`src/sv/mfr_pkg.sv`:
```
// Shared types and constants for the marker frame receiver.
// No dependencies; imported by mfr_core and marker_frame_receiver_top.
`timescale 1ns / 1ps
`default_nettype none
package mfr_pkg;

  localparam int BUFFER_SIZE_DEF = 256;

  localparam logic [7:0] CH_START = 8'h24;
  localparam logic [7:0] CH_STAR  = 8'h2A;
  localparam logic [7:0] CH_TWO   = 8'h32;
  localparam logic [7:0] CH_UA    = 8'h41;
  localparam logic [7:0] CH_LA    = 8'h61;

  localparam logic [1:0] RUN_CLOSE = 2'd3;
  localparam int         TRIM_LEN  = 6;

  typedef enum logic [1:0] {
    OP_RECV  = 2'd0,
    OP_READ  = 2'd1,
    OP_CLEAR = 2'd2
  } op_e;

  typedef struct packed {
    logic       frame_ready;
    logic [7:0] byte_count;
    logic       hit;
  } res_t;

endpackage
`default_nettype wire

```
`src/sv/mfr_ram.sv`:
```
// Generic single-port RAM with registered read data.
// No dependencies; used for the frame buffer.
`timescale 1ns / 1ps
`default_nettype none
module mfr_ram #(
  parameter int WIDTH = 8,
  parameter int DEPTH = 256
) (
  input  wire logic                                  clk_i,
  input  wire logic                                  we_i,
  input  wire logic                                  re_i,
  input  wire logic [(DEPTH > 1 ? $clog2(DEPTH) : 1)-1:0] addr_i,
  input  wire logic [WIDTH-1:0]                      wdata_i,
  output      logic [WIDTH-1:0]                      rdata_o
);

  logic [WIDTH-1:0] mem_q [DEPTH];
  logic [WIDTH-1:0] rdata_q;

  always_ff @(posedge clk_i) begin
    if (we_i) begin
      mem_q[addr_i] <= wdata_i;
    end
    if (re_i) begin
      rdata_q <= mem_q[addr_i];
    end
  end

  assign rdata_o = rdata_q;

endmodule
`default_nettype wire

```
`src/sv/mfr_core.sv`:
```
// Frame state of the receiver: count, ready flag, marker streaks, last two bytes.
// Depends on mfr_pkg; drives the buffer RAM port and the next result.
`timescale 1ns / 1ps
`default_nettype none
module mfr_core #(
  parameter int BUFFER_SIZE = mfr_pkg::BUFFER_SIZE_DEF,
  localparam int AW = $clog2(BUFFER_SIZE)
) (
  input  wire logic         clk_i,
  input  wire logic         rst_ni,
  input  wire logic         accept_i,
  input  wire logic [1:0]   op_i,
  input  wire logic [7:0]   data_byte_i,
  input  wire logic [7:0]   read_index_i,
  output      logic         ram_we_o,
  output      logic         ram_re_o,
  output      logic [AW-1:0] ram_addr_o,
  output      logic [7:0]   ram_wdata_o,
  output      mfr_pkg::res_t res_o
);
  import mfr_pkg::*;

  localparam int CW = (AW > 8) ? AW : 8;
  localparam logic [AW-1:0] CAP  = AW'(BUFFER_SIZE - 1);
  localparam logic [AW-1:0] TRIM = AW'(TRIM_LEN);

  logic [AW-1:0] fill_q, fill_d;
  logic          ready_q, ready_d;
  logic [1:0]    raw_q, raw_d;
  logic [1:0]    hex_q, hex_d;
  logic [7:0]    last1_q, last2_q;
  logic          store;
  logic          hit;

  always_comb begin
    logic [AW-1:0] fill_inc;
    logic [7:0]    hi;
    logic [7:0]    lo;
    logic [1:0]    hex_inc;
    fill_d   = fill_q;
    ready_d  = ready_q;
    raw_d    = raw_q;
    hex_d    = hex_q;
    store    = 1'b0;
    fill_inc = fill_q;
    hi       = last2_q;
    lo       = last1_q;
    hex_inc  = hex_q + 2'd1;
    hit      = CW'(read_index_i) < CW'(fill_q);
    unique case (op_e'(op_i))
      OP_RECV: begin
        if (data_byte_i == CH_START) begin
          fill_d  = '0;
          ready_d = 1'b0;
          raw_d   = '0;
          hex_d   = '0;
        end else if (data_byte_i == CH_STAR) begin
          if (raw_q != RUN_CLOSE) begin
            raw_d = raw_q + 2'd1;
          end
          if (raw_d == RUN_CLOSE && fill_q != '0) begin
            ready_d = 1'b1;
          end
        end else begin
          raw_d = '0;
          store = fill_q < CAP;
          if (store) begin
            fill_inc = fill_q + AW'(1);
            hi       = last1_q;
            lo       = data_byte_i;
          end
          fill_d = fill_inc;
          if (fill_inc >= AW'(2) && !fill_inc[0]) begin
            if (hi == CH_TWO && (lo == CH_UA || lo == CH_LA)) begin
              if (hex_inc == RUN_CLOSE) begin
                fill_d  = (fill_inc >= TRIM) ? fill_inc - TRIM : '0;
                ready_d = 1'b1;
                hex_d   = '0;
              end else begin
                hex_d = hex_inc;
              end
            end else begin
              hex_d = '0;
            end
          end
        end
      end
      OP_CLEAR: begin
        fill_d  = '0;
        ready_d = 1'b0;
        raw_d   = '0;
        hex_d   = '0;
      end
      default: begin
      end
    endcase
  end

  always_ff @(posedge clk_i or negedge rst_ni) begin
    if (!rst_ni) begin
      fill_q  <= '0;
      ready_q <= 1'b0;
      raw_q   <= '0;
      hex_q   <= '0;
    end else if (accept_i) begin
      fill_q  <= fill_d;
      ready_q <= ready_d;
      raw_q   <= raw_d;
      hex_q   <= hex_d;
    end
  end

  always_ff @(posedge clk_i) begin
    if (ram_we_o) begin
      last2_q <= last1_q;
      last1_q <= data_byte_i;
    end
  end

  assign ram_we_o    = accept_i && (op_i == OP_RECV) && store;
  assign ram_re_o    = accept_i && (op_i == OP_READ);
  assign ram_addr_o  = (op_i == OP_RECV) ? fill_q : AW'(read_index_i);
  assign ram_wdata_o = data_byte_i;

  assign res_o.frame_ready = ready_d;
  assign res_o.byte_count  = 8'(fill_d);
  assign res_o.hit         = (op_i == OP_READ) && hit;

endmodule
`default_nettype wire

```
`src/sv/marker_frame_receiver_top.sv`:
```
// Top level of the marker frame receiver: handshake, result register, buffer RAM.
// Depends on mfr_pkg, mfr_core and mfr_ram.
//
// Input channel (in_valid_i / in_stall_o) carries one item: op_i selects
// receive byte, read buffer entry or clear. Output channel (out_valid_o /
// out_stall_i) returns one result per item: frame_ready_o, byte_count_o and
// read_data_o (buffer byte for an in-range read, else 0).
// The result is registered and appears in the cycle after the item is accepted.
// Throughput: one item per cycle when the input is not stalled; the frame
// state and the buffer RAM port are updated in the accept cycle, read data
// comes from the RAM's output register alongside the result register.
// The input is stalled only while a result is held and out_stall_i is high;
// a held result and its read data stay unchanged until taken.
// Reset clears the count, the ready flag, both streaks and the output valid;
// buffer contents are not cleared, since only entries below the count are read.
`timescale 1ns / 1ps
`default_nettype none
module marker_frame_receiver_top #(
  parameter int BUFFER_SIZE = mfr_pkg::BUFFER_SIZE_DEF
) (
  input  wire logic       clk_i,
  input  wire logic       rst_ni,
  input  wire logic       in_valid_i,
  output      logic       in_stall_o,
  input  wire logic [1:0] op_i,
  input  wire logic [7:0] data_byte_i,
  input  wire logic [7:0] read_index_i,
  output      logic       out_valid_o,
  input  wire logic       out_stall_i,
  output      logic       frame_ready_o,
  output      logic [7:0] byte_count_o,
  output      logic [7:0] read_data_o
);
  import mfr_pkg::*;

  localparam int AW = $clog2(BUFFER_SIZE);

  logic          accept;
  logic          ram_we;
  logic          ram_re;
  logic [AW-1:0] ram_addr;
  logic [7:0]    ram_wdata;
  logic [7:0]    ram_rdata;
  res_t          res_d;
  res_t          res_q;
  logic          out_valid_q;

  assign in_stall_o = out_valid_q && out_stall_i;
  assign accept     = in_valid_i && !in_stall_o;

  mfr_core #(
    .BUFFER_SIZE(BUFFER_SIZE)
  ) u_core (
    .clk_i       (clk_i),
    .rst_ni      (rst_ni),
    .accept_i    (accept),
    .op_i        (op_i),
    .data_byte_i (data_byte_i),
    .read_index_i(read_index_i),
    .ram_we_o    (ram_we),
    .ram_re_o    (ram_re),
    .ram_addr_o  (ram_addr),
    .ram_wdata_o (ram_wdata),
    .res_o       (res_d)
  );

  mfr_ram #(
    .WIDTH(8),
    .DEPTH(BUFFER_SIZE)
  ) u_ram (
    .clk_i  (clk_i),
    .we_i   (ram_we),
    .re_i   (ram_re),
    .addr_i (ram_addr),
    .wdata_i(ram_wdata),
    .rdata_o(ram_rdata)
  );

  always_ff @(posedge clk_i or negedge rst_ni) begin
    if (!rst_ni) begin
      out_valid_q <= 1'b0;
    end else if (accept) begin
      out_valid_q <= 1'b1;
    end else if (!out_stall_i) begin
      out_valid_q <= 1'b0;
    end
  end

  always_ff @(posedge clk_i) begin
    if (accept) begin
      res_q <= res_d;
    end
  end

  assign out_valid_o   = out_valid_q;
  assign frame_ready_o = res_q.frame_ready;
  assign byte_count_o  = res_q.byte_count;
  assign read_data_o   = res_q.hit ? ram_rdata : 8'd0;

`ifndef SYNTH
  a_accept_gives_result: assert property (@(posedge clk_i) disable iff (!rst_ni)
    accept |=> out_valid_o)
    else $error("accepted item produced no result");

  a_read_data_gated: assert property (@(posedge clk_i) disable iff (!rst_ni)
    (out_valid_o && read_data_o != 8'd0) |-> res_q.hit)
    else $error("read data shown without an in-range read");

  a_clear_empties: assert property (@(posedge clk_i) disable iff (!rst_ni)
    (accept && op_i == OP_CLEAR) |=> (!frame_ready_o && byte_count_o == 8'd0))
    else $error("clear left frame state behind");

  a_no_drop: assert property (@(posedge clk_i) disable iff (!rst_ni)
    (out_valid_o && out_stall_i) |=> out_valid_o)
    else $error("stalled result dropped");
`endif

endmodule
`default_nettype wire
```
`config.mk`:
```
export PLATFORM = sky130hd
export DESIGN_NAME = marker_frame_receiver_top
export DESIGN_NICKNAME = d
export VERILOG_FILES = /design/src/sv/mfr_pkg.sv /design/src/sv/mfr_ram.sv /design/src/sv/mfr_core.sv /design/src/sv/marker_frame_receiver_top.sv
export SDC_FILE = /design/constraint.sdc
export NUM_CORES = 2
export LEC_CHECK = 0
export BUFFER_PORTS_ARGS = -buffer_cell sky130_fd_sc_hd__clkbuf_2
export CORE_ASPECT_RATIO = 0.9
export CORE_MARGIN = 1
export CORE_UTILIZATION = 59
export CTS_BUF_LIST = sky130_fd_sc_hd__clkbuf_4 sky130_fd_sc_hd__clkbuf_8
export DETAILED_ROUTE_END_ITERATION = 16
export MAX_ROUTING_LAYER = met4
export PLACE_DENSITY = 0.83
export SKIP_LAST_GASP = 1
export SYNTH_ARGS = -nofsm -noshare
export SYNTH_HDL_FRONTEND = slang
export SYNTH_HIERARCHICAL = 1
export SYNTH_SLANG_ARGS = --single-unit
```
`constraint.sdc`:
```
create_clock -name clk_i -period 4.42 [get_ports clk_i]
set_input_delay 0.663 -clock clk_i [delete_from_list [all_inputs] [get_ports clk_i]]
set_output_delay 0.663 -clock clk_i [all_outputs]
set_load 0.02 [all_outputs]
```
==> impl_metrics.ini <==
[yosys]
ys_warn_count = 6
synth_edf_count = 2082
synthSimpleGateAreaFrac_pct = 2.48
synth_xor_area_share_pct = 0.0431
synthTopCellsByArea = edfxtp_1, mux4_2, a22oi_1, nor2_1, a21oi_1
yosysSeqAreaShare_pct = 77.3
synth.avg_cell_area_um2 = 21.3
yosys.area.top_type = edfxtp_1
synth_flop_cell = edfxtp_1
ys_types = 62
synth_nets = 3852
syn_inst = 3820
yosysTopAreaCellShare_pct = 76.9
yosys.area_share.adder_pct = 0.154
synthArstFlopShare_pct = 0.668
synth_compound_area_share_pct = 3.96
synth_top_family_by_area = multiplexers
muxShareOfSynthArea_pct = 14.4
syn_area_um2 = 81300
ys_ff_latch = 2096

[run]
drv_cap = 0

[floorplan]
initial_core_util_pct = 59.8
coreArea_um2 = 136000
die_y_um = 354
ios = 41
dieArea_um2 = 139000
rows = 128
die_x_um = 393

[layout]
final_cells = 6382
mostFrequentLayoutCell = edfxtp_1
finalNetCount = 4373
fin_area_um2 = 92100
final_cell_mix = edfxtp_1, mux4_2, buf_4, clkbuf_8, a22oi_1
areaGrowthSynthToFinish_pct = 13.3
drive_above_1_share_pct = 32.4

[power]
ir_drop_v = 0.000328
power.total_uw = 40800
comb_power_share_pct = 8.7
p_per_area_nw_per_um2 = 442
p_seq_share_pct = 53.8
p_leak_uw = 0.0290
switching_share_pct = 22.8
p_int_uw = 31500
netSwitchingPower_uw = 9280
p_clk_share_pct = 37.5

[detailed_routing]
dr_wl_met3_um = 28300
routed.top_layer = met4
drc = 0
drtIter0Drc = 6952
routedLengthMet1_um = 68300
totalWireLength_um = 198000
drt_first_pass_iters = 8
vias = 43300
wl_met2_um = 93700
drtAntennaViolNets = 0
via_per_inst = 6.79
wl_per_cell_um = 31.1

[clock_tree]
clkSlewWorstSetupHoldPaths_ps = 70
post_cts.repair.setup_buffers = 0
numClockSinks = 2096
clockBufferDepth = 4
root_buffer = clkbuf_8
cts_buffers = 328
clkLatencyLatePin_ps = 1000
cts_tree = built
h-tree-depth = 5

[placement]
dpl_cell_area_um2 = 86100
pre_cts_ws_ps = -508
gp_congestion = 0.942
portBuffers = 40
dpl.cell_count = 5828
dp_hpwl_um = 120000

[timing]
skew_ps = 85.8
rsz0062_at_grt = false
worst_pin_slew_ps = 1380
max_slew_margin_pct = 7.59
whs_ps = 76.0
layout_min_cycle_time_ps = 4100
slew_viol_final = 0
max_freq_mhz = 244
finalSetupViolations = 0
min_period_over_period_pct = 92.7
hold_viol_final = 0
setup_slack_ps = 324

[worst_setup_path]
path_max_fanout = 33
worst_setup_path_end_kind = flip-flop
cp-start-kind = flip-flop
critical_path_class = flip-flop to flip-flop
crit_required_ps = 5110
cp.arrival_ps = 4780

[min_path]
min_path_type = input port to flip-flop

[global_route]
grt_usage_pct = 29.2
antenna_found_initial = 11
grt_pass1_wl_um = 288000
gr-total-overflow = 0
grt_pass1_vias = 43700
grt_max_degree = 184

[status]
status = finished, final reports clean
## cell families after synthesis
kind of cell | count (synthesis)
DFF | 2096
buffers and inverters | 271
xor gates and xnor gates | 4
muxes | 526
adders and majority gates | 10
and+or+nand+nor | 439
AOI/OAI and AO/OA | 474
## synth_stat cells, types with 12 or more instances
library cell / number
edfxtp_1: 2082
mux4_2: 512
a22oi_1: 256
nor2_1: 253
clkbuf_1: 147
a21oi_1: 139
nand2_1: 50
buf_2: 37
nor3_1: 35
buf_4: 33
o41ai_1: 33
nand3_1: 22
buf_1: 19
buf_6: 19
dfrtp_1: 14
o21ai_0: 14
inv_1: 13
nand4_1: 13
and2_1: 12
## repair_timing
action | CTS | global route
gates resized for setup | 0 | 1
hold buffers | 3 | 0
endpoints found under the hold margin | 15 | 0
endpoints found under the setup margin | 0 | 1
## final timing paths
path	from	end	slack, ps	depth (start not counted)
worst max-delay path	u_core/fill_q[0]	u_ram/rdata_o[1]	320	9
worst min-delay path	data_byte_i[3]	u_ram/mem_q[148][3]	80	1
worst max register to register	u_core/fill_q[0]	u_ram/rdata_o[1]	320	9
worst min register to register	u_core/last1_q[2]	u_core/last2_q[2]	470	0
max in group asynchronous	rst_ni	u_core/hex_q[1]	3960	2
min in group asynchronous	rst_ni	u_core/fill_q[7]	140	2
## registers in the layout, indices dropped and copies added (netlist names)
| register | count |
|---|---|
| u_core/ready_q | 1 |
| byte_count_o | 8 |
| u_ram/rdata_o | 8 |
| u_core/fill_q | 8 |
| u_core/last1_q | 8 |
| res_q | 1 |
| frame_ready_o | 1 |
| u_core/raw_q | 2 |
| out_valid_o | 1 |
| u_core/hex_q | 2 |
| u_core/last2_q | 8 |
| u_ram/mem_q | 2048 |
## layer usage
layer | GRT usage, % | up-vias
li1 | - | 17100
met1 | 39.0 | 21900
met2 | 43.3 | 3658
met3 | 8.22 | 565
met4 | 11.5 | 0
met5 | - | -
## power groups by stage
| stage | Clock (uW) | Sequential (uW) | Combinational [uW] |
|---|---|---|---|
| after global routing | 16200 | 21900 | 3690 |
| after detailed placement | 0 | 22300 | 3470 |
| final | 15300 | 21900 | 3560 |
| after global placement | 0 | 22300 | 3380 |
| after CTS | 15400 | 21900 | 3500 |
| after floorplan | 0 | 22300 | 2240 |
## per-stage QoR
step	util (%)	TNS [ps]
global placement	63.3	-1520
finish	67.8	0
CTS	67.7	0
global route	67.7	0
floorplan	-	0
detailed placement	63.3	-2600
## final cells by class
cell class,instances,area [um^2]
Antenna cell,13,32.5
Tap cell,1820,2280
Inverter,13,48.8
Multi-Input combinational cell,1453,17200
Clock inverter,104,613
Sequential cell,2096,62900
Timing Repair Buffer,449,3790
Fill cell,7627,43800
Clock buffer,434,5330
## worst max-delay path, stage by stage, from the launching register on
cell     delay, ps
dfrtp_1        380
mux2_8         490
buf_12         270
buf_4          220
buf_4          330
mux4_2         550
a22oi_1        290
a21oi_1        130
o41ai_1        920
nand4_1        180
No activity file was read; power rests on OpenSTA's default activity.
